<file path="src/prtc_pkg.sv">
// ----------------------------------------------------------------------------
// Pulse rate meter package
// Shared widths, reset values, register indexes and types of the pulse rate
// meter.
// ----------------------------------------------------------------------------
package prtc_pkg;

    localparam int SAMPLE_W   = 12;
    localparam int RATE_W     = 19;
    localparam int COUNT_W    = 16;
    localparam int CFG_IDX_W  = 2;
    localparam int CFG_DATA_W = 19;

    localparam int HISTORY_DEPTH_DEFAULT = 8;
    localparam int QUEUE_DEPTH           = 2;

    localparam logic [SAMPLE_W-1:0] THRESHOLD_RESET = 12'd2100;
    localparam logic [RATE_W-1:0]   NUMERATOR_RESET = 19'd300000;
    localparam logic [COUNT_W-1:0]  TIMEOUT_RESET   = 16'd1000;
    localparam logic [COUNT_W-1:0]  COUNT_MAX       = {COUNT_W{1'b1}};

    localparam logic [CFG_IDX_W-1:0] CFG_THRESHOLD = 2'd0;
    localparam logic [CFG_IDX_W-1:0] CFG_NUMERATOR = 2'd1;
    localparam logic [CFG_IDX_W-1:0] CFG_TIMEOUT   = 2'd2;

    typedef struct packed {
        logic               beat;
        logic               timed;
        logic [COUNT_W-1:0] divisor;
    } cmd_t;

    typedef enum logic [1:0] {
        BACK_IDLE,
        BACK_DIV_RATE,
        BACK_DIV_AVG,
        BACK_EMIT
    } back_state_t;

endpackage

</file>
<file path="src/prtc_sample_if.sv">
// ----------------------------------------------------------------------------
// Sample channel
// Valid/ready channel that carries one converter sample per transaction.
// ----------------------------------------------------------------------------
interface prtc_sample_if;
    logic                          valid;
    logic                          ready;
    logic [prtc_pkg::SAMPLE_W-1:0] sample;

    modport source (output valid, output sample, input ready);
    modport sink (input valid, input sample, output ready);
endinterface

</file>
<file path="src/prtc_result_if.sv">
// ----------------------------------------------------------------------------
// Result channel
// Valid/ready channel that carries one rate result per transaction.
// ----------------------------------------------------------------------------
interface prtc_result_if;
    logic                        valid;
    logic                        ready;
    logic [prtc_pkg::RATE_W-1:0] instant_rate;
    logic [prtc_pkg::RATE_W-1:0] average_rate;
    logic                        beat_detected;
    logic                        timed_out;

    modport source (output valid, output instant_rate, output average_rate,
                    output beat_detected, output timed_out, input ready);
    modport sink (input valid, input instant_rate, input average_rate,
                  input beat_detected, input timed_out, output ready);
endinterface

</file>
<file path="src/prtc_ram.sv">
// ----------------------------------------------------------------------------
// Generic RAM
// Single write port, single read port, registered read data.
// ----------------------------------------------------------------------------
module prtc_ram #(
    parameter int WIDTH = 8,
    parameter int DEPTH = 8
) (
    input  logic                     clk,
    input  logic                     we,
    input  logic [$clog2(DEPTH)-1:0] waddr,
    input  logic [WIDTH-1:0]         wdata,
    input  logic                     re,
    input  logic [$clog2(DEPTH)-1:0] raddr,
    output logic [WIDTH-1:0]         rdata
);

    logic [WIDTH-1:0] mem_reg [DEPTH];
    logic [WIDTH-1:0] rdata_reg;

    always_ff @(posedge clk)
    begin
        if (we)
        begin
            mem_reg[waddr] <= wdata;
        end
        if (re)
        begin
            rdata_reg <= mem_reg[raddr];
        end
    end

    assign rdata = rdata_reg;

endmodule

</file>
<file path="src/prtc_div.sv">
// ----------------------------------------------------------------------------
// Iterative divider
// Restoring divider that produces one quotient bit per cycle.
// ----------------------------------------------------------------------------
module prtc_div #(
    parameter int DW = 22,
    parameter int VW = 16
) (
    input  logic          clk,
    input  logic          rst_n,
    input  logic          start,
    input  logic [DW-1:0] dividend,
    input  logic [VW-1:0] divisor,
    output logic          done,
    output logic [DW-1:0] quotient
);

    localparam int CW = $clog2(DW + 1);

    logic [VW-1:0] rem_reg, rem_next;
    logic [DW-1:0] quo_reg, quo_next;
    logic [VW-1:0] dvs_reg, dvs_next;
    logic [CW-1:0] cnt_reg, cnt_next;
    logic          busy_reg, busy_next;
    logic          done_reg, done_next;
    logic [VW:0]   trial;
    logic [VW:0]   diff;
    logic          fits;

    always_comb
    begin
        trial     = {rem_reg, quo_reg[DW-1]};
        fits      = trial >= {1'b0, dvs_reg};
        diff      = trial - {1'b0, dvs_reg};
        rem_next  = rem_reg;
        quo_next  = quo_reg;
        dvs_next  = dvs_reg;
        cnt_next  = cnt_reg;
        busy_next = busy_reg;
        done_next = 1'b0;
        if (start)
        begin
            rem_next  = '0;
            quo_next  = dividend;
            dvs_next  = divisor;
            cnt_next  = CW'(DW);
            busy_next = 1'b1;
        end
        else if (busy_reg)
        begin
            rem_next = fits ? diff[VW-1:0] : trial[VW-1:0];
            quo_next = {quo_reg[DW-2:0], fits};
            cnt_next = cnt_reg - 1'b1;
            if (cnt_reg == CW'(1))
            begin
                busy_next = 1'b0;
                done_next = 1'b1;
            end
        end
    end

    always_ff @(posedge clk or negedge rst_n)
    begin
        if (!rst_n)
        begin
            busy_reg <= 1'b0;
            done_reg <= 1'b0;
            cnt_reg  <= '0;
        end
        else
        begin
            busy_reg <= busy_next;
            done_reg <= done_next;
            cnt_reg  <= cnt_next;
        end
    end

    always_ff @(posedge clk)
    begin
        rem_reg <= rem_next;
        quo_reg <= quo_next;
        dvs_reg <= dvs_next;
    end

    assign done     = done_reg;
    assign quotient = quo_reg;

endmodule

</file>
<file path="src/prtc_front.sv">
// ----------------------------------------------------------------------------
// Front end
// Accepts samples, detects rising crossings and timeouts, keeps the interval
// count and queues one command per sample.
// ----------------------------------------------------------------------------
module prtc_front (
    input  logic                           clk,
    input  logic                           rst_n,
    prtc_sample_if.sink                    samples,
    input  logic [prtc_pkg::SAMPLE_W-1:0]  threshold,
    input  logic [prtc_pkg::COUNT_W-1:0]   timeout_count,
    input  logic                           full,
    output logic                           push,
    output prtc_pkg::cmd_t                 cmd
);

    logic [prtc_pkg::SAMPLE_W-1:0] prev_reg, prev_next;
    logic [prtc_pkg::COUNT_W-1:0]  count_reg, count_next;
    logic [prtc_pkg::COUNT_W-1:0]  count_base;
    logic                          beat;
    logic                          timed;

    always_comb
    begin
        timed = count_reg >= timeout_count;
        beat  = (prev_reg < threshold) && (samples.sample > threshold);

        cmd.beat    = beat;
        cmd.timed   = timed;
        cmd.divisor = (count_reg == '0) ? prtc_pkg::COUNT_W'(1) : count_reg;

        samples.ready = !full;
        push          = samples.valid && !full;

        count_base = beat ? '0 : count_reg;
        prev_next  = prev_reg;
        count_next = count_reg;
        if (push)
        begin
            prev_next  = samples.sample;
            count_next = (count_base != prtc_pkg::COUNT_MAX) ? count_base + 1'b1 : count_base;
        end
    end

    always_ff @(posedge clk or negedge rst_n)
    begin
        if (!rst_n)
        begin
            prev_reg  <= '0;
            count_reg <= '0;
        end
        else
        begin
            prev_reg  <= prev_next;
            count_reg <= count_next;
        end
    end

endmodule

</file>
<file path="src/prtc_queue.sv">
// ----------------------------------------------------------------------------
// Command queue
// Short first-in first-out queue between the front end and the back end.
// ----------------------------------------------------------------------------
module prtc_queue (
    input  logic           clk,
    input  logic           rst_n,
    input  logic           push,
    input  prtc_pkg::cmd_t push_data,
    output logic           full,
    input  logic           pop,
    output prtc_pkg::cmd_t pop_data,
    output logic           not_empty
);

    localparam int PW = $clog2(prtc_pkg::QUEUE_DEPTH);
    localparam int FW = $clog2(prtc_pkg::QUEUE_DEPTH + 1);

    prtc_pkg::cmd_t entry_reg [prtc_pkg::QUEUE_DEPTH];
    logic [PW-1:0]  wptr_reg, wptr_next;
    logic [PW-1:0]  rptr_reg, rptr_next;
    logic [FW-1:0]  fill_reg, fill_next;

    always_comb
    begin
        full      = fill_reg == FW'(prtc_pkg::QUEUE_DEPTH);
        not_empty = fill_reg != '0;
        pop_data  = entry_reg[rptr_reg];
        wptr_next = wptr_reg;
        rptr_next = rptr_reg;
        fill_next = fill_reg;
        if (push)
        begin
            wptr_next = (wptr_reg == PW'(prtc_pkg::QUEUE_DEPTH - 1)) ? '0 : wptr_reg + 1'b1;
        end
        if (pop)
        begin
            rptr_next = (rptr_reg == PW'(prtc_pkg::QUEUE_DEPTH - 1)) ? '0 : rptr_reg + 1'b1;
        end
        if (push && !pop)
        begin
            fill_next = fill_reg + 1'b1;
        end
        else if (pop && !push)
        begin
            fill_next = fill_reg - 1'b1;
        end
    end

    always_ff @(posedge clk or negedge rst_n)
    begin
        if (!rst_n)
        begin
            wptr_reg <= '0;
            rptr_reg <= '0;
            fill_reg <= '0;
        end
        else
        begin
            wptr_reg <= wptr_next;
            rptr_reg <= rptr_next;
            fill_reg <= fill_next;
        end
    end

    always_ff @(posedge clk)
    begin
        if (push)
        begin
            entry_reg[wptr_reg] <= push_data;
        end
    end

endmodule

</file>
<file path="src/prtc_back.sv">
// ----------------------------------------------------------------------------
// Back end
// Computes the rate for each beat, maintains the history ring and its running
// sum, scales the sum for the average and presents the result.
// ----------------------------------------------------------------------------
module prtc_back #(
    parameter int HISTORY_DEPTH = prtc_pkg::HISTORY_DEPTH_DEFAULT
) (
    input  logic                         clk,
    input  logic                         rst_n,
    input  logic                         cmd_valid,
    input  prtc_pkg::cmd_t               cmd,
    output logic                         pop,
    input  logic [prtc_pkg::RATE_W-1:0]  rate_numerator,
    prtc_result_if.source                results
);

    localparam int SLOT_W    = $clog2(HISTORY_DEPTH);
    localparam int SUM_W     = prtc_pkg::RATE_W + SLOT_W;
    localparam int AVG_SHIFT = SUM_W + SLOT_W;
    localparam int RECIP_W   = SUM_W + 1;
    localparam int PROD_W    = SUM_W + RECIP_W;

    // The rounded-up reciprocal gives the exact floor for every sum that fits in SUM_W bits.
    localparam longint AVG_SCALE = ((longint'(1) << AVG_SHIFT) + longint'(HISTORY_DEPTH) - 1)
                                   / longint'(HISTORY_DEPTH);
    localparam logic [RECIP_W-1:0] AVG_RECIP = RECIP_W'(AVG_SCALE);

    prtc_pkg::back_state_t         state_reg, state_next;
    logic                          beat_reg, beat_next;
    logic                          timed_reg, timed_next;
    logic [prtc_pkg::RATE_W-1:0]   rate_reg, rate_next;
    logic [prtc_pkg::RATE_W-1:0]   avg_reg, avg_next;
    logic [SUM_W-1:0]              sum_reg, sum_next;
    logic [SLOT_W-1:0]             slot_reg, slot_next;
    logic [HISTORY_DEPTH-1:0]      valid_reg, valid_next;
    logic                          old_valid_reg, old_valid_next;
    logic                          out_valid_reg, out_valid_next;
    logic [prtc_pkg::RATE_W-1:0]   out_rate_reg, out_rate_next;
    logic [prtc_pkg::RATE_W-1:0]   out_avg_reg, out_avg_next;
    logic                          out_beat_reg, out_beat_next;
    logic                          out_timed_reg, out_timed_next;

    logic                          div_start;
    logic [prtc_pkg::RATE_W-1:0]   div_dividend;
    logic [prtc_pkg::COUNT_W-1:0]  div_divisor;
    logic                          div_done;
    logic [prtc_pkg::RATE_W-1:0]   div_quotient;

    logic                          ram_we;
    logic                          ram_re;
    logic [prtc_pkg::RATE_W-1:0]   ram_rdata;
    logic [prtc_pkg::RATE_W-1:0]   old_rate;
    logic [prtc_pkg::RATE_W-1:0]   new_rate;
    logic [SUM_W-1:0]              sum_new;
    logic [PROD_W-1:0]             avg_product;

    prtc_div #(
        .DW (prtc_pkg::RATE_W),
        .VW (prtc_pkg::COUNT_W)
    ) u_div (
        .clk      (clk),
        .rst_n    (rst_n),
        .start    (div_start),
        .dividend (div_dividend),
        .divisor  (div_divisor),
        .done     (div_done),
        .quotient (div_quotient)
    );

    prtc_ram #(
        .WIDTH (prtc_pkg::RATE_W),
        .DEPTH (HISTORY_DEPTH)
    ) u_history (
        .clk   (clk),
        .we    (ram_we),
        .waddr (slot_reg),
        .wdata (new_rate),
        .re    (ram_re),
        .raddr (slot_reg),
        .rdata (ram_rdata)
    );

    always_comb
    begin
        old_rate    = old_valid_reg ? ram_rdata : '0;
        new_rate    = div_quotient;
        sum_new     = sum_reg - SUM_W'(old_rate) + SUM_W'(new_rate);
        avg_product = PROD_W'(sum_reg) * PROD_W'(AVG_RECIP);

        state_next     = state_reg;
        beat_next      = beat_reg;
        timed_next     = timed_reg;
        rate_next      = rate_reg;
        avg_next       = avg_reg;
        sum_next       = sum_reg;
        slot_next      = slot_reg;
        valid_next     = valid_reg;
        old_valid_next = old_valid_reg;
        out_rate_next  = out_rate_reg;
        out_avg_next   = out_avg_reg;
        out_beat_next  = out_beat_reg;
        out_timed_next = out_timed_reg;
        out_valid_next = out_valid_reg && !results.ready;

        pop          = 1'b0;
        ram_we       = 1'b0;
        ram_re       = 1'b0;
        div_start    = 1'b0;
        div_dividend = rate_numerator;
        div_divisor  = cmd.divisor;

        unique case (state_reg)
            prtc_pkg::BACK_IDLE:
            begin
                if (cmd_valid)
                begin
                    pop        = 1'b1;
                    beat_next  = cmd.beat;
                    timed_next = cmd.timed;
                    if (cmd.timed)
                    begin
                        rate_next = '0;
                    end
                    if (cmd.beat)
                    begin
                        ram_re         = 1'b1;
                        old_valid_next = valid_reg[slot_reg];
                        div_start      = 1'b1;
                        state_next     = prtc_pkg::BACK_DIV_RATE;
                    end
                    else
                    begin
                        state_next = prtc_pkg::BACK_EMIT;
                    end
                end
            end
            prtc_pkg::BACK_DIV_RATE:
            begin
                if (div_done)
                begin
                    rate_next            = new_rate;
                    sum_next             = sum_new;
                    ram_we               = 1'b1;
                    valid_next[slot_reg] = 1'b1;
                    slot_next = (slot_reg == SLOT_W'(HISTORY_DEPTH - 1)) ? '0
                                                                         : slot_reg + 1'b1;
                    state_next   = prtc_pkg::BACK_DIV_AVG;
                end
            end
            prtc_pkg::BACK_DIV_AVG:
            begin
                avg_next   = avg_product[AVG_SHIFT +: prtc_pkg::RATE_W];
                state_next = prtc_pkg::BACK_EMIT;
            end
            prtc_pkg::BACK_EMIT:
            begin
                if (!out_valid_reg || results.ready)
                begin
                    out_valid_next = 1'b1;
                    out_rate_next  = rate_reg;
                    out_avg_next   = avg_reg;
                    out_beat_next  = beat_reg;
                    out_timed_next = timed_reg;
                    state_next     = prtc_pkg::BACK_IDLE;
                end
            end
            default:
            begin
                state_next = prtc_pkg::BACK_IDLE;
            end
        endcase
    end

    always_ff @(posedge clk or negedge rst_n)
    begin
        if (!rst_n)
        begin
            state_reg     <= prtc_pkg::BACK_IDLE;
            rate_reg      <= '0;
            avg_reg       <= '0;
            sum_reg       <= '0;
            slot_reg      <= '0;
            valid_reg     <= '0;
            old_valid_reg <= 1'b0;
            out_valid_reg <= 1'b0;
        end
        else
        begin
            state_reg     <= state_next;
            rate_reg      <= rate_next;
            avg_reg       <= avg_next;
            sum_reg       <= sum_next;
            slot_reg      <= slot_next;
            valid_reg     <= valid_next;
            old_valid_reg <= old_valid_next;
            out_valid_reg <= out_valid_next;
        end
    end

    always_ff @(posedge clk)
    begin
        beat_reg      <= beat_next;
        timed_reg     <= timed_next;
        out_rate_reg  <= out_rate_next;
        out_avg_reg   <= out_avg_next;
        out_beat_reg  <= out_beat_next;
        out_timed_reg <= out_timed_next;
    end

    assign results.valid         = out_valid_reg;
    assign results.instant_rate  = out_rate_reg;
    assign results.average_rate  = out_avg_reg;
    assign results.beat_detected = out_beat_reg;
    assign results.timed_out     = out_timed_reg;

endmodule

</file>
<file path="src/pulse_rate_from_threshold_crossing_top.sv">
// ----------------------------------------------------------------------------
// Pulse rate meter
// Measures heart rate from rising threshold crossings of a pulse-sensor signal.
// ----------------------------------------------------------------------------
// The samples channel takes one 12-bit converter sample per transaction, and
// the results channel returns exactly one result per sample, in order: the
// instantaneous rate, the average over the history ring, a beat flag and a
// timeout flag. Registers are written through cfg_we, cfg_index and cfg_wdata;
// the user must write them only while the block is idle, as the block itself
// does not enforce this; indexes past the last register are ignored.
// A sample without a beat passes through the idle and emit states of the back
// end into the output register. A beat runs the serial divider for the rate,
// one quotient bit per cycle over the 19 bits of the numerator, and takes the
// average of the history by a reciprocal multiplication in the average state
// before the emit state. The two-entry command queue lets the front end keep
// accepting samples while the divider works.
// Reset clears the interval count, the previous sample, the rates, the history
// ring and the registers to their default values. When the receiver stalls,
// the result is held in the output register, the back end stops once the next
// result is ready, and samples are refused once the queue is full.
// ----------------------------------------------------------------------------
module pulse_rate_from_threshold_crossing_top #(
    parameter int HISTORY_DEPTH = prtc_pkg::HISTORY_DEPTH_DEFAULT
) (
    input  logic                             clk,
    input  logic                             rst_n,
    input  logic                             cfg_we,
    input  logic [prtc_pkg::CFG_IDX_W-1:0]   cfg_index,
    input  logic [prtc_pkg::CFG_DATA_W-1:0]  cfg_wdata,
    prtc_sample_if.sink                      samples,
    prtc_result_if.source                    results
);

    logic [prtc_pkg::SAMPLE_W-1:0] threshold_reg, threshold_next;
    logic [prtc_pkg::RATE_W-1:0]   numerator_reg, numerator_next;
    logic [prtc_pkg::COUNT_W-1:0]  timeout_reg, timeout_next;

    logic           push;
    logic           full;
    logic           pop;
    logic           not_empty;
    prtc_pkg::cmd_t front_cmd;
    prtc_pkg::cmd_t back_cmd;

    always_comb
    begin
        threshold_next = threshold_reg;
        numerator_next = numerator_reg;
        timeout_next   = timeout_reg;
        if (cfg_we)
        begin
            unique case (cfg_index)
                prtc_pkg::CFG_THRESHOLD: threshold_next = cfg_wdata[prtc_pkg::SAMPLE_W-1:0];
                prtc_pkg::CFG_NUMERATOR: numerator_next = cfg_wdata[prtc_pkg::RATE_W-1:0];
                prtc_pkg::CFG_TIMEOUT:   timeout_next   = cfg_wdata[prtc_pkg::COUNT_W-1:0];
                default:
                begin
                end
            endcase
        end
    end

    always_ff @(posedge clk or negedge rst_n)
    begin
        if (!rst_n)
        begin
            threshold_reg <= prtc_pkg::THRESHOLD_RESET;
            numerator_reg <= prtc_pkg::NUMERATOR_RESET;
            timeout_reg   <= prtc_pkg::TIMEOUT_RESET;
        end
        else
        begin
            threshold_reg <= threshold_next;
            numerator_reg <= numerator_next;
            timeout_reg   <= timeout_next;
        end
    end

    prtc_front u_front (
        .clk           (clk),
        .rst_n         (rst_n),
        .samples       (samples),
        .threshold     (threshold_reg),
        .timeout_count (timeout_reg),
        .full          (full),
        .push          (push),
        .cmd           (front_cmd)
    );

    prtc_queue u_queue (
        .clk       (clk),
        .rst_n     (rst_n),
        .push      (push),
        .push_data (front_cmd),
        .full      (full),
        .pop       (pop),
        .pop_data  (back_cmd),
        .not_empty (not_empty)
    );

    prtc_back #(
        .HISTORY_DEPTH (HISTORY_DEPTH)
    ) u_back (
        .clk            (clk),
        .rst_n          (rst_n),
        .cmd_valid      (not_empty),
        .cmd            (back_cmd),
        .pop            (pop),
        .rate_numerator (numerator_reg),
        .results        (results)
    );

endmodule
</file>
<file path="src/flat_wrapper.sv">
// flat-port wrapper written by rule: the top's interface ports become plain ports
module pulse_rate_from_threshold_crossing_top_flat 
#(
    parameter int HISTORY_DEPTH = prtc_pkg::HISTORY_DEPTH_DEFAULT
)
  (clk, rst_n, cfg_we, cfg_index, cfg_wdata, samples_valid, samples_sample, samples_ready, results_valid, results_instant_rate, results_average_rate, results_beat_detected, results_timed_out, results_ready);
  prtc_sample_if samples_i ();
  prtc_result_if results_i ();
  input  logic clk;
  input  logic rst_n;
  input  logic cfg_we;
  input  logic [prtc_pkg::CFG_IDX_W-1:0] cfg_index;
  input  logic [prtc_pkg::CFG_DATA_W-1:0] cfg_wdata;
  input wire logic [$bits(samples_i.valid)-1:0] samples_valid;
  input wire logic [$bits(samples_i.sample)-1:0] samples_sample;
  output wire logic [$bits(samples_i.ready)-1:0] samples_ready;
  output wire logic [$bits(results_i.valid)-1:0] results_valid;
  output wire logic [$bits(results_i.instant_rate)-1:0] results_instant_rate;
  output wire logic [$bits(results_i.average_rate)-1:0] results_average_rate;
  output wire logic [$bits(results_i.beat_detected)-1:0] results_beat_detected;
  output wire logic [$bits(results_i.timed_out)-1:0] results_timed_out;
  input wire logic [$bits(results_i.ready)-1:0] results_ready;
  assign samples_i.valid = samples_valid;
  assign samples_i.sample = samples_sample;
  assign samples_ready = samples_i.ready;
  assign results_valid = results_i.valid;
  assign results_instant_rate = results_i.instant_rate;
  assign results_average_rate = results_i.average_rate;
  assign results_beat_detected = results_i.beat_detected;
  assign results_timed_out = results_i.timed_out;
  assign results_i.ready = results_ready;
  pulse_rate_from_threshold_crossing_top #(.HISTORY_DEPTH(HISTORY_DEPTH)) u_core (.clk(clk), .rst_n(rst_n), .cfg_we(cfg_we), .cfg_index(cfg_index), .cfg_wdata(cfg_wdata), .samples(samples_i), .results(results_i));
endmodule
</file>
<file path="config.mk">
export PLATFORM = sky130hd
export DESIGN_NAME = pulse_rate_from_threshold_crossing_top_flat
export DESIGN_NICKNAME = d
export VERILOG_FILES = /design/src/prtc_pkg.sv /design/src/prtc_sample_if.sv /design/src/prtc_result_if.sv /design/src/prtc_ram.sv /design/src/prtc_div.sv /design/src/prtc_front.sv /design/src/prtc_queue.sv /design/src/prtc_back.sv /design/src/pulse_rate_from_threshold_crossing_top.sv /design/src/flat_wrapper.sv
export SDC_FILE = /design/constraint.sdc
export NUM_CORES = 1
export LEC_CHECK = 0
export ABC_AREA = 1
export ABC_CLOCK_PERIOD_IN_PS = 6300
export BUFFER_PORTS_ARGS = -buffer_cell sky130_fd_sc_hd__buf_2
export CORE_MARGIN = 4
export CORE_UTILIZATION = 60
export CTS_CLUSTER_SIZE = 30
export DETAILED_ROUTE_END_ITERATION = 12
export HOLD_SLACK_MARGIN = 0.03
export PLACE_DENSITY = 0.77
export SLEW_MARGIN = 20
export SYNTH_ARGS = -nofsm -noshare
export SYNTH_HDL_FRONTEND = slang
export SYNTH_HIERARCHICAL = 1
export SYNTH_SLANG_ARGS = --single-unit
</file>
<file path="constraint.sdc">
create_clock -name clk -period 6.3 [get_ports clk]
set_clock_uncertainty 0.05 [all_clocks]
set_input_delay 0.945 -clock clk [delete_from_list [all_inputs] [get_ports clk]]
set_output_delay 0.945 -clock clk [all_outputs]
set_load 0.1 [all_outputs]
</file>
== Word level (Yosys, flattened, before mapping) ==
Memories as Yosys holds them, arrays and structs flattened. A register that Yosys moved wholly into a read port is not among the register bits.
Index checks and enable logic that the tools add are counted.

* Flip-flop bits (word level): 254
* RAM bits: 188
* Input port bits: 38
* Output and inout bits: 42
* Word-level logic and storage cells: 134
* Memories kept: 2

{| class="wikitable"
|+ Memories
! name !! words !! width !! rd ports !! clocked after Yosys merged registers in !! wr ports !! line !! source
|-
| u_core.u_back.u_history.mem_reg || 8 || 19 || 1 || 1 || 1 || prtc_ram.sv:18 || <nowiki>logic [WIDTH-1:0] mem_reg [DEPTH];</nowiki>
|-
| u_core.u_queue.entry_reg || 2 || 18 || 1 || 0 || 1 || prtc_queue.sv:19 || <nowiki>prtc_pkg::cmd_t entry_reg [prtc_pkg::QUEUE_DEPTH];</nowiki>
|}

* Add/sub/neg operators: 10
* $lt $le $gt $ge: 6
* Equal/unequal tests: 13
* Muxes and demuxes: 46
* Bitwise logic cells: 1
* Reduce and logical (&&, ||, !) cells: 28

{| class="wikitable"
|+ Operators by type and width
! operator !! count
|-
| $mux W19 || 6
|-
| $mux W16 || 4
|-
| $pmux W19 S2 || 1
|-
| $mux W1 || 23
|-
| $add A22 B19 Y22 || 1
|-
| $sub A22 B19 Y22 || 1
|-
| $ge A17 B16 Y1 || 1
|-
| $add A16 B1 Y16 const B || 1
|-
| $ge A16 B16 Y1 || 1
|-
| $logic_not A16 Y1 || 1
|-
| $ne A16 B16 Y1 const B || 1
|-
| $sub A16 B16 Y16 || 1
|-
| $gt A12 B12 Y1 || 1
|-
| $lt A12 B12 Y1 || 1
|-
| $mux W2 || 6
|-
| $reduce_and A2 Y1 || 6
|-
| $mux W5 || 2
|-
| $eq A2 B2 Y1 const B || 4
|-
| $or A8 B8 Y8 || 1
|-
| $pmux W2 S4 || 1
|-
| $reduce_bool A2 Y1 || 4
|-
| $logic_and A1 B1 Y1 || 6
|-
| $reduce_and A3 Y1 || 2
|-
| $eq A5 B1 Y1 const B || 1
|-
| 18 further kinds || 27
|}

== Logic depth before layout (Yosys ltp) ==
Gate-level depths: netlist of run 1.

* Depth after elaboration: 7
* Mapped depth: 25
* Depth with buffers taken out: 23

== By module ==
Netlist of run 1, hierarchy kept.

{| class="wikitable"
|+ By module, submodules not included
! module !! instances !! cells each !! area an instance (um^2)
|-
| prtc_ram || 1 || 694 || 7268.2
|-
| prtc_back || 1 || 781 || 6568.8
|-
| prtc_div || 1 || 456 || 3572.2
|-
| prtc_front || 1 || 411 || 2840.2
|-
| pulse_rate_from_threshold_crossing_top || 1 || 210 || 1961.9
|-
| prtc_queue || 1 || 81 || 1555.2
|}

== Worst setup path after synthesis of run 1 ==
No wires, ideal clock.

* Kind: input-to-reg
* From: in results_ready
* To: reg u_core.u_back.out_avg_reg, in the netlist u_core/u_back/results.average_rate[0] (enable)
* Setup time: 0.450 ns
* Arrival: 2.955 ns
* Data required time: 5.800 ns
* Slack: 2.844 ns
* Stages on the path: 2
* Path buffers: 0
* Cell sequence: inv_1 a21oi_1

* Cells in the longest elaborated chain, start to end: 2

{| class="wikitable"
|+ Ends and longest elaborated chain
! item !! line !! source
|-
| start: declaration || flat_wrapper.sv:22 || <nowiki>input wire logic [$bits(results_i.ready)-1:0] results_ready;</nowiki>
|-
| $logic_or A1 B1 Y1 || prtc_back.sv:158 || <nowiki>if (!out_valid_reg || results.ready)</nowiki>
|-
| $reduce_and A2 Y1 (no source line) || -- ||
|-
| end signal: assignment || prtc_back.sv:206 || <nowiki>out_avg_reg <= out_avg_next;</nowiki>
|-
| end: declaration || prtc_back.sv:40 || <nowiki>logic [prtc_pkg::RATE_W-1:0] out_avg_reg, out_avg_next;</nowiki>
|}

No other way between the ends.
A chain may end at the register's enable or synchronous reset.

==> results of run 1 <==
## through the flow
step,hold slack (ns),power (µW),utilization
global placement,0.383,11600,0.627
global route,0.404,15900,0.669
floorplan,0.350,10200,-
CTS,0.387,14800,0.669
finish,0.379,14700,0.669
detailed placement,0.385,11800,0.627
## where the power goes
part,switching (µW),total [µW],internal [µW],leakage (µW)
combinational,4760,6980,2220,0.00730
clock,1200,2880,1690,0.000794
sequential,654,4860,4210,0.00472
## worst paths after layout
kind / start / endpoint / slack, ns / cells after the start
max in group asynchronous: rst_n / u_core/u_back/rate_reg[7] / 4.62 / 2
setup / recovery: u_core/threshold_reg[11] / u_core/u_front/count_reg[1] / 2.88 / 21
min in group clk: u_core/u_back/avg_reg[15] / u_core/u_back/results.average_rate[15] / 0.40 / 0
setup reg to reg: u_core/threshold_reg[11] / u_core/u_front/count_reg[1] / 2.88 / 21
hold / removal: rst_n / u_core/u_back/sum_reg[12] / 0.38 / 1
hold reg to reg: u_core/u_back/avg_reg[15] / u_core/u_back/results.average_rate[15] / 0.40 / 0
## synthesized netlist by cell type, types with 5 or more instances
| cell type | count |
|---|---|
| nor2_1 | 88 |
| dfrtp_1 | 143 |
| ha_1 | 87 |
| fa_1 | 20 |
| inv_2 | 13 |
| nand3b_1 | 24 |
| dfxtp_1 | 16 |
| o21bai_1 | 6 |
| inv_1 | 480 |
| nor2_4 | 5 |
| o21ai_1 | 18 |
| clkbuf_1 | 36 |
| o21ai_0 | 37 |
| mux2_2 | 10 |
| mux2_4 | 9 |
| nand2_2 | 25 |
| buf_2 | 28 |
| nor2_2 | 14 |
| nor3_1 | 13 |
| nand3_1 | 184 |
| edfxtp_1 | 284 |
| buf_4 | 13 |
| xor2_1 | 10 |
| a21oi_1 | 52 |
| buf_6 | 13 |
| nand4_1 | 55 |
| xnor2_1 | 14 |
| dfstp_2 | 18 |
| nand3_2 | 9 |
| nand2_1 | 856 |
## kinds of logic (layout without fill, tap and decap cells)
kind of cell / count (synthesis) / after routing / synth area share
AO/OA/AOI/OAI: 135 / 135 / 0.0322
XOR/XNOR: 24 / 24 / 0.00884
adder cells (fa/ha/maj): 107 / 107 / 0.0626
buffers and inverters: 594 / 692 / 0.104
flip-flops: 461 / 461 / 0.543
multiplexers: 19 / 19 / 0.0104
other: 0 / 1 / 0
AND/OR/NAND/NOR: 1293 / 1293 / 0.239
## worst max-delay path: stages (launching register included)
cell,delay (ns)
dfstp_2,0.53
inv_1,0.06
ha_1,0.29
nand2_1,0.09
nor2_1,0.15
nand3_1,0.09
nand2_1,0.08
nor2_1,0.06
nand3_4,0.28
inv_1,0.17
nor2_1,0.18
ha_1,0.22
nand2_1,0.06
nand3b_2,0.26
nor2_4,0.18
nand2_1,0.10
inv_2,0.10
nand2_2,0.12
nand2_1,0.08
nand2_1,0.04
nand2_1,0.05
nand2_1,0.06
## final cells by class
type                    instances  area, µm²  area share
clock buffers                  62       1320      0.0505
clock inverters                28        308      0.0118
diodes                          1       2.50   0.0000961
repair buffers                106        608      0.0233
inverters                     496       1860      0.0715
well taps                     518        648      0.0249
flip-flops and latches        461      12900       0.495
multi-input cells            1578       8400       0.323
## layer usage
layer,global-route usage,vias up,part of all wire
met3,0.0498,91,0.077
met4,0.0723,0,0.022
met2,0.410,644,0.47
met1,0.352,8310,0.43
met5,0,-,0
li1,-,8418,-
==> impl_metrics.ini, run 1 <==
[synth]
async_flop_share = 0.349
netlist_area_mm2 = 0.0238
ys_warn_count = 6
syn_avg_cell_area_um2 = 9.03
synth.area.top_cells = edfxtp_1 36%, dfrtp_1 15%, nand2_1 14%
ys_ff_latch = 461
synth_edf_count = 284
synth_flop_cell = edfxtp_1
ys_seq_area_frac = 0.543
syn_inst = 2633
synth.distinct_cells = 55
yosysTopAreaCellShare = 0.359
yosysTopAreaCell = edfxtp_1
synth_fp_nets = 2778

[clock_network]
cts-root-buf = clkbuf_16
clkTransAtPathRegs_ns = 0.06
cts.sinks = 461
worstSkewPairLatency_ns = 0.59
cts_setup_buffers = 0
cts_made_buffers = 48
post_cts_resized = 0
htree_levels = 2
clockBufferDepth = 3
cts_tree = built
cts-hold-fix-buffers = 0

[floorplanning]
die_area_mm2 = 0.0429
start_util = 0.611
chipWidth_um = 207
ios = 80
core-area_mm2 = 0.0389
std_cell_rows = 72
die_height_um = 207

[finish]
final_common_cell = nand2_1
layout-drive-gt1-share = 0.113
largest_reg_flops = 152
final_cell_mix = 856 x nand2_1, 479 x inv_1, 284 x edfxtp_1
fin_area_mm2 = 0.0260
fillers = 3119
final_nets = 2836
area_growth_pct = 9.59
layout.cells.non_filler = 3250

[grt]
grt_max_degree = 91
grt_pass1_wl_um = 89200
grt_overflow = 0
antenna_found_initial = 0
grt_pass1_vias = 17433
track_usage = 0.253

[outcome]
status = finished, final reports clean

[timing]
final_hold_viol_count = 0
setup_viol = 0
slew_violations = 0
rsz0062_at_grt = false
fmax_mhz = 293
fin_setup_tns_ns = 0
min_period_ns = 3.42
timing.final.crit_share = 0.543
worst_slew_pin_slew_ns = 1.00
max_slew_margin = 0.333
setup_ws_ns = 2.88

[placed_design]
port_buffers = 79
place_ws_ns = 2.47
place_inst = 3159
hpwlAfterDp_um = 36700
dpl_cell_area_mm2 = 0.0244
finalWeightedCongestion = 0.935

[routing]
postRouteAntennaNets = 0
vias_per_cell = 5.37
detail_route.iter0.violations = 1456
via_count = 17463
wirelength_um = 54200
wl_per_cell_um = 16.7
firstDrtPassIters = 6
drc = 0

[setup_path]
end_kind = flip-flop
worstPathMaxFanout = 23
critPathLaunchType = flip-flop
worst_ep_arrival_time_ns = 3.84
path_class = flip-flop to flip-flop
critical_path_required_ns = 6.72

[power]
power_leakage_uw = 0.0128
powerDensity_mw_per_mm2 = 566
ir_drop_uv = 354

[hold_path]
hold_class = input pin to asynchronous set/reset pin

[run]
maxCapViolCount = 0
(Power assumes the default switching activity.)
==> run 2: changes to the inputs <==
Settings changed: ABC_CLOCK_PERIOD_IN_PS 6300 to 2900, CORE_UTILIZATION 60 to 57.
Clock period 6.3 ns to 2.9 ns, I/O delays scaled along.
==> run 2 against run 1 <==
Global-route usage decreased by 1.1 points. Power increased by 120%. Via count increased by 0.58%. Wire length decreased by 0.60%. Non-clock buffer count increased by 64. Flip-flop and latch count unchanged. Sequential share of layout area decreased by 1.2 points. Critical path depth decreased by 2.
==> impl_metrics.ini, run 2 (same netlist as run 1, synthesis figures left out) <==
[clock_network]
cts_made_buffers = 47
clockBufferDepth = 3
worstSkewPairLatency_ns = 0.59
clkTransAtPathRegs_ns = 0.06
htree_levels = 2
cts.sinks = 461
cts_tree = built
cts-root-buf = clkbuf_16

[run]
maxCapViolCount = 0

[grt]
use_met1 = 0.333
grt_overflow = 0
grt_pass1_wl_um = 87600
busiest_layer = met2
grt_pass1_vias = 17365
use_met2 = 0.396
grt_max_degree = 76
antenna_found_initial = 2
grt_use_met3 = 0.0387
track_usage = 0.242

[floorplanning]
die_height_um = 212
core-area_mm2 = 0.0410
die_area_mm2 = 0.0450
std_cell_rows = 74
start_util = 0.579
chipWidth_um = 212
ios = 80

[finish]
largest_reg_flops = 152
antenna_cells = 0
area_growth_pct = 12.3
final_common_cell = nand2_1
final_nets = 2900
fin_area_mm2 = 0.0267
final_cell_mix = 853 x nand2_1, 476 x inv_1, 284 x edfxtp_1
layout-drive-gt1-share = 0.134
fillers = 3210
layout.cells.non_filler = 3326

[timing]
timing.final.crit_share = 0.974
max_slew_margin = 0.461
fmax_mhz = 354
setup_viol = 0
min_period_ns = 2.82
worst_slew_pin_slew_ns = 0.808
final_hold_viol_count = 0
slew_violations = 0
fin_setup_tns_ns = 0
setup_ws_ns = 0.0763

[power]
powerDensity_mw_per_mm2 = 1200
ir_drop_uv = 845
power_leakage_uw = 0.0131

[setup_path]
critical_path_required_ns = 3.31
crit_buf_inv = 4
critPathLaunchType = input pin
cpMostUsedCell = nand2_1
end_kind = flip-flop
max_stage_delay_ns = 0.52
cp_slowest_cell = dlygate4sd3_1
critPathTopFamily = simple AND/OR/NAND/NOR gates
worst_ep_arrival_time_ns = 3.23
path_cells = dlygate4sd3_1 -> buf_2 -> ha_1 -> a21oi_1 -> nor2_1 -> nor2_2 -> nand3_2 -> nand3_4 -> inv_2 -> nor2_4 -> ha_4 -> nand2_1 -> nand3b_4 -> nor2_4 -> buf_4 -> xor2_1 -> nand2_1 -> nand2_1 -> o21ai_1
path_class = input pin to flip-flop
worstPathMaxFanout = 4

[hold_path]
hold_class = input pin to flip-flop

[routing]
wirelength_um = 53900
wl_per_cell_um = 16.2
drc = 0
vias_per_cell = 5.28
firstDrtPassIters = 6
via_count = 17565
postRouteAntennaNets = 0
detail_route.iter0.violations = 1494

[placed_design]
hpwlAfterDp_um = 37300
dpl_cell_area_mm2 = 0.0249
place_ws_ns = -0.0979
finalWeightedCongestion = 0.928
place_inst = 3218
port_buffers = 79

[outcome]
status = finished, final reports clean
[run 2: changes by cell type in the layout (fill, tap and decap cells not counted), moves of 5 or more]
| cell | previous run | this run |
|---|---|---|
| buf_12 | 0 | 5 |
| dlygate4sd3_1 | 0 | 14 |
| buf_4 | 26 | 71 |
| nor2_2 | 14 | 20 |
| clkinv_2 | 13 | 6 |
| nor2_1 | 88 | 80 |
[run 2: layout make-up]
cell class,instances,area [µm²],area share
multi-input combinational,1579,8520,0.319
clock inverter,17,130,0.00488
sequential,461,12900,0.483
inverter,496,1870,0.0701
clock buffer,71,1410,0.0528
timing repair buffer,170,1190,0.0444
tap,532,666,0.0249
[run 2: path summary, 6_finish.rpt]
check,startpoint,endpoint,slack (ns),depth (start not counted)
worst max-delay path,samples_sample[9],u_core/u_front/count_reg[6],0.08,19
worst min-delay path,cfg_wdata[8],u_core/timeout_reg[8],0.07,3
worst max register to register,u_core/threshold_reg[11],u_core/u_front/count_reg[6],0.13,19
worst min register to register,u_core/u_back/avg_reg[18],u_core/u_back/results.average_rate[18],0.40,0
max in group asynchronous,rst_n,u_core/threshold_reg[4],1.61,3
min in group asynchronous,rst_n,u_core/u_back/rate_reg[15],0.41,2
[run 2: layer usage]
layer / vias to the layer above / part of all wire
met5: - / 0.00041
met4: 4 / 0.030
met3: 118 / 0.073
met2: 646 / 0.47
met1: 8235 / 0.43
li1: 8562 / -
[run 2: through the flow]
step                      total power (µW)   util  hold slack, ns
after global placement               25400  0.606           0.382
after detailed placement             25800  0.606           0.384
after floorplan                      22200      -          0.0894
after global routing                 34500  0.651          0.0754
after CTS                            31900  0.647          0.0349
final                                31900  0.651          0.0732
[run 2: worst register-to-register path: cells and delay by family, from the launching register on]
family                   cells  cell delay (ns)
AND/OR/NAND/NOR             12             1.16
AO/OA/AOI/OAI                1             0.05
adder cells (fa/ha/maj)      2             0.42
flip-flops                   1             0.53
buffers and inverters        3             0.26
XOR/XNOR                     1             0.17
[run 2: timing repair]
| action | 4_1_cts | 5_1_grt |
|---|---|---|
| hold buffers | 14 | 0 |
| gates cloned | 0 | 1 |
| setup endpoints to repair | 15 | 24 |
| pin swaps | 1 | 7 |
| endpoints found under the hold margin | 85 | 0 |
| buffers inserted | 1 | 4 |
| gates resized for setup | 3 | 20 |
[run 2: power breakdown]
part	total, µW	switching [µW]	internal [µW]
sequential	10100	994	9130
combinational	15800	10600	5200
clock	5970	2500	3460
==> run 3: changes to the inputs <==
Settings changed: ABC_AREA 1 to default, CORE_UTILIZATION 57 to 56, PLACE_DENSITY 0.77 to 0.76.
==> run 3 against run 2 <==
The run now ends with negative setup slack left. Hold slack worse by 0.019 ns. Critical path depth down 5. Core utilization up 2.1 points. Sequential share of layout area up 1.4 points. First-iteration DRC count down 26%. Worst setup slack worse by 0.30 ns. Fmax down 9.7%. Wire length down 11%. Flip-flop and latch count unchanged. Via count down 22%. Critical endpoint is now u_core/u_front/count_reg[11].
==> impl_metrics.ini, run 3 <==
[outcome]
status = finished with violations
violations = negative setup slack

[timing]
setup_viol = 21
final_hold_viol_count = 0
fmax_mhz = 320
holdWs_ns = 0.0545
max_slew_margin = 0.446
min_period_ns = 3.13
rsz0062_at_grt = true
slew_violations = 0
timing.final.crit_share = 1.08
worst_slew_pin_slew_ns = 0.831
setup_ws_ns = -0.225

[clock_network]
clockBufferDepth = 3
cts_tree = built
cts.sinks = 461
worstSkewPairLatency_ns = 0.58
htree_levels = 2
clkTransAtPathRegs_ns = 0.06
cts-root-buf = clkbuf_16
cts_made_buffers = 48

[finish]
layout-drive-gt1-share = 0.322
final_nets = 1978
area_growth_pct = 18.7
final_common_cell = edfxtp_1
antenna_cells = 0
multi_input_area_mm2 = 0.00854
fillers = 2635
seq_area_mm2 = 0.0129
final_cell_mix = 284 x edfxtp_1, 155 x nand2_1, 141 x dfrtp_1
largest_reg_flops = 152

[synth]
synth_mux_area_frac = 0.117
synth_xor_area_frac = 0.0108
yosysMostFrequentCell = edfxtp_1
synth_flop_cell = edfxtp_1
synth_top_family_by_area = multiplexers
synth_fa_ha_area_frac = 0.0681
ys_ff_latch = 461
synth.area.top_cells = edfxtp_1 39%, dfrtp_1 16%, ha_1 5.0%
yosysTopAreaCell = edfxtp_1
async_flop_share = 0.349
synthSimpleGateAreaFrac = 0.0913
syn_inst = 1629
netlist_area_mm2 = 0.0219
ys_seq_area_frac = 0.590
synth.distinct_cells = 96
synth_fp_nets = 1774
ys_warn_count = 6
synth_edf_count = 284
yosysTopAreaCellShare = 0.390
synth_compound_area_frac = 0.0749
netlist_top_cells_count = 284 x edfxtp_1, 159 x nand2_1, 153 x inv_1
syn_avg_cell_area_um2 = 13.4

[grt]
grt_overflow = 0
track_usage = 0.227
grt_pass1_vias = 13823
grt_max_degree = 63
antenna_found_initial = 1
grt_pass1_wl_um = 75600

[routing]
postRouteAntennaNets = 0
vias_per_cell = 5.74
detail_route.iter0.violations = 1104
firstDrtPassIters = 6
wl_per_cell_um = 20.0
wirelength_um = 47800
via_count = 13714
drc = 0

[floorplanning]
core-area_mm2 = 0.0386
std_cell_rows = 72
chipWidth_um = 206
die_height_um = 206
ios = 80
die_area_mm2 = 0.0423
start_util = 0.566

[setup_path]
rr_startpoint = u_core/threshold_reg[5]
worstPathMaxFanout = 4
critical_path_required_ns = 3.29
worst_ep_arrival_time_ns = 3.52
critPathLaunchType = flip-flop
end_kind = flip-flop
path_class = flip-flop to flip-flop
startpoint = u_core/threshold_reg[5]

[run]
maxCapViolCount = 0

[hold_path]
hold_class = input pin to flip-flop
hold_start = samples_sample[2]

[placed_design]
port_buffers = 79
hpwlAfterDp_um = 32100
finalWeightedCongestion = 0.894
[run 3: cell count changes after synthesis, sizes merged, moves of 21 or more]
cell | previous run | this run
and2 | 0 | 24
nand2 | 884 | 164
nand4 | 56 | 18
mux2 | 19 | 123
inv | 493 | 153
a21o | 1 | 24
nor2 | 108 | 58
nand3b | 28 | 7
buf | 62 | 36
nand3 | 196 | 42
mux4 | 0 | 40
[run 3: final cells by class]
cell class	instances	share of cell area
flip-flops and latches	461	0.497
multi-input cells	935	0.329
repair buffers	233	0.0668
clock buffers	75	0.0538
well taps	518	0.0250
inverters	154	0.0225
clock inverters	14	0.00588
[run 3: routing by layer]
metal / up-vias / track usage / wire length, µm
met5: - / 0 / 0
met4: 0 / 0.0658 / 1220
met3: 78 / 0.0422 / 3200
met2: 473 / 0.367 / 22900
met1: 6835 / 0.318 / 20500
li1: 6328 / - / -
[run 3: path summary, 6_finish.rpt]
| kind | to | slack [ns] | depth (start not counted) |
|---|---|---|---|
| worst max-delay path | u_core/u_front/count_reg[11] | -0.23 | 14 |
| worst min-delay path | u_core/u_front/prev_reg[2] | 0.05 | 3 |
| worst max register to register | u_core/u_front/count_reg[11] | -0.23 | 14 |
| worst min register to register | u_core/u_back/results.instant_rate[4] | 0.39 | 0 |
| max in group asynchronous | u_core/numerator_reg[12] | 1.70 | 3 |
| min in group asynchronous | u_core/u_queue/rptr_reg | 0.34 | 2 |
[run 3: kinds of logic after synthesis]
logic type                 Yosys count
buffers and inverters              233
and+or+nand+nor                    399
muxes                              172
AOI/OAI and AO/OA                  230
DFF                                461
adders and majority gates          107
xor gates and xnor gates            27
[run 3: critical path: stages, from the launching register on]
cell	delay, ns
dfstp_2	0.56
inv_4	0.05
ha_4	0.25
nand4_1	0.16
a311o_1	0.38
o2111ai_2	0.10
o211ai_1	0.19
and2_4	0.20
ha_4	0.16
nand4_4	0.08
nor4_4	0.07
or3_4	0.35
o21a_1	0.20
a22oi_2	0.12
o41ai_2	0.09
[run 3: what timing repair did]
item | 4_1_cts | 5_1_grt
resized for setup | 47 | 71
setup endpoints to repair | 23 | 33
buffers inserted | 19 | 14
gates cloned | 1 | 0
pin swaps | 30 | 54
endpoints found under the hold margin | 51 | 0
hold buffers | 12 | 0
[run 3: stage by stage]
step	utilization	area (µm²)	setup TNS, ns	setup slack, ns	cells
floorplan	-	22000	-1.16	-0.300	1629
global placement	0.608	23500	-1.81	-0.260	2260
detailed placement	0.608	23500	-3.10	-0.300	2260
CTS	0.662	25600	-1.86	-0.179	2381
global route	0.672	26000	-5.81	-0.380	2390
finish	0.672	26000	-2.19	-0.225	2390
Power of run 3 is left out: the tool's default activity adds up to more than one toggle a clock period on the data nets, which glitch-free logic cannot reach.
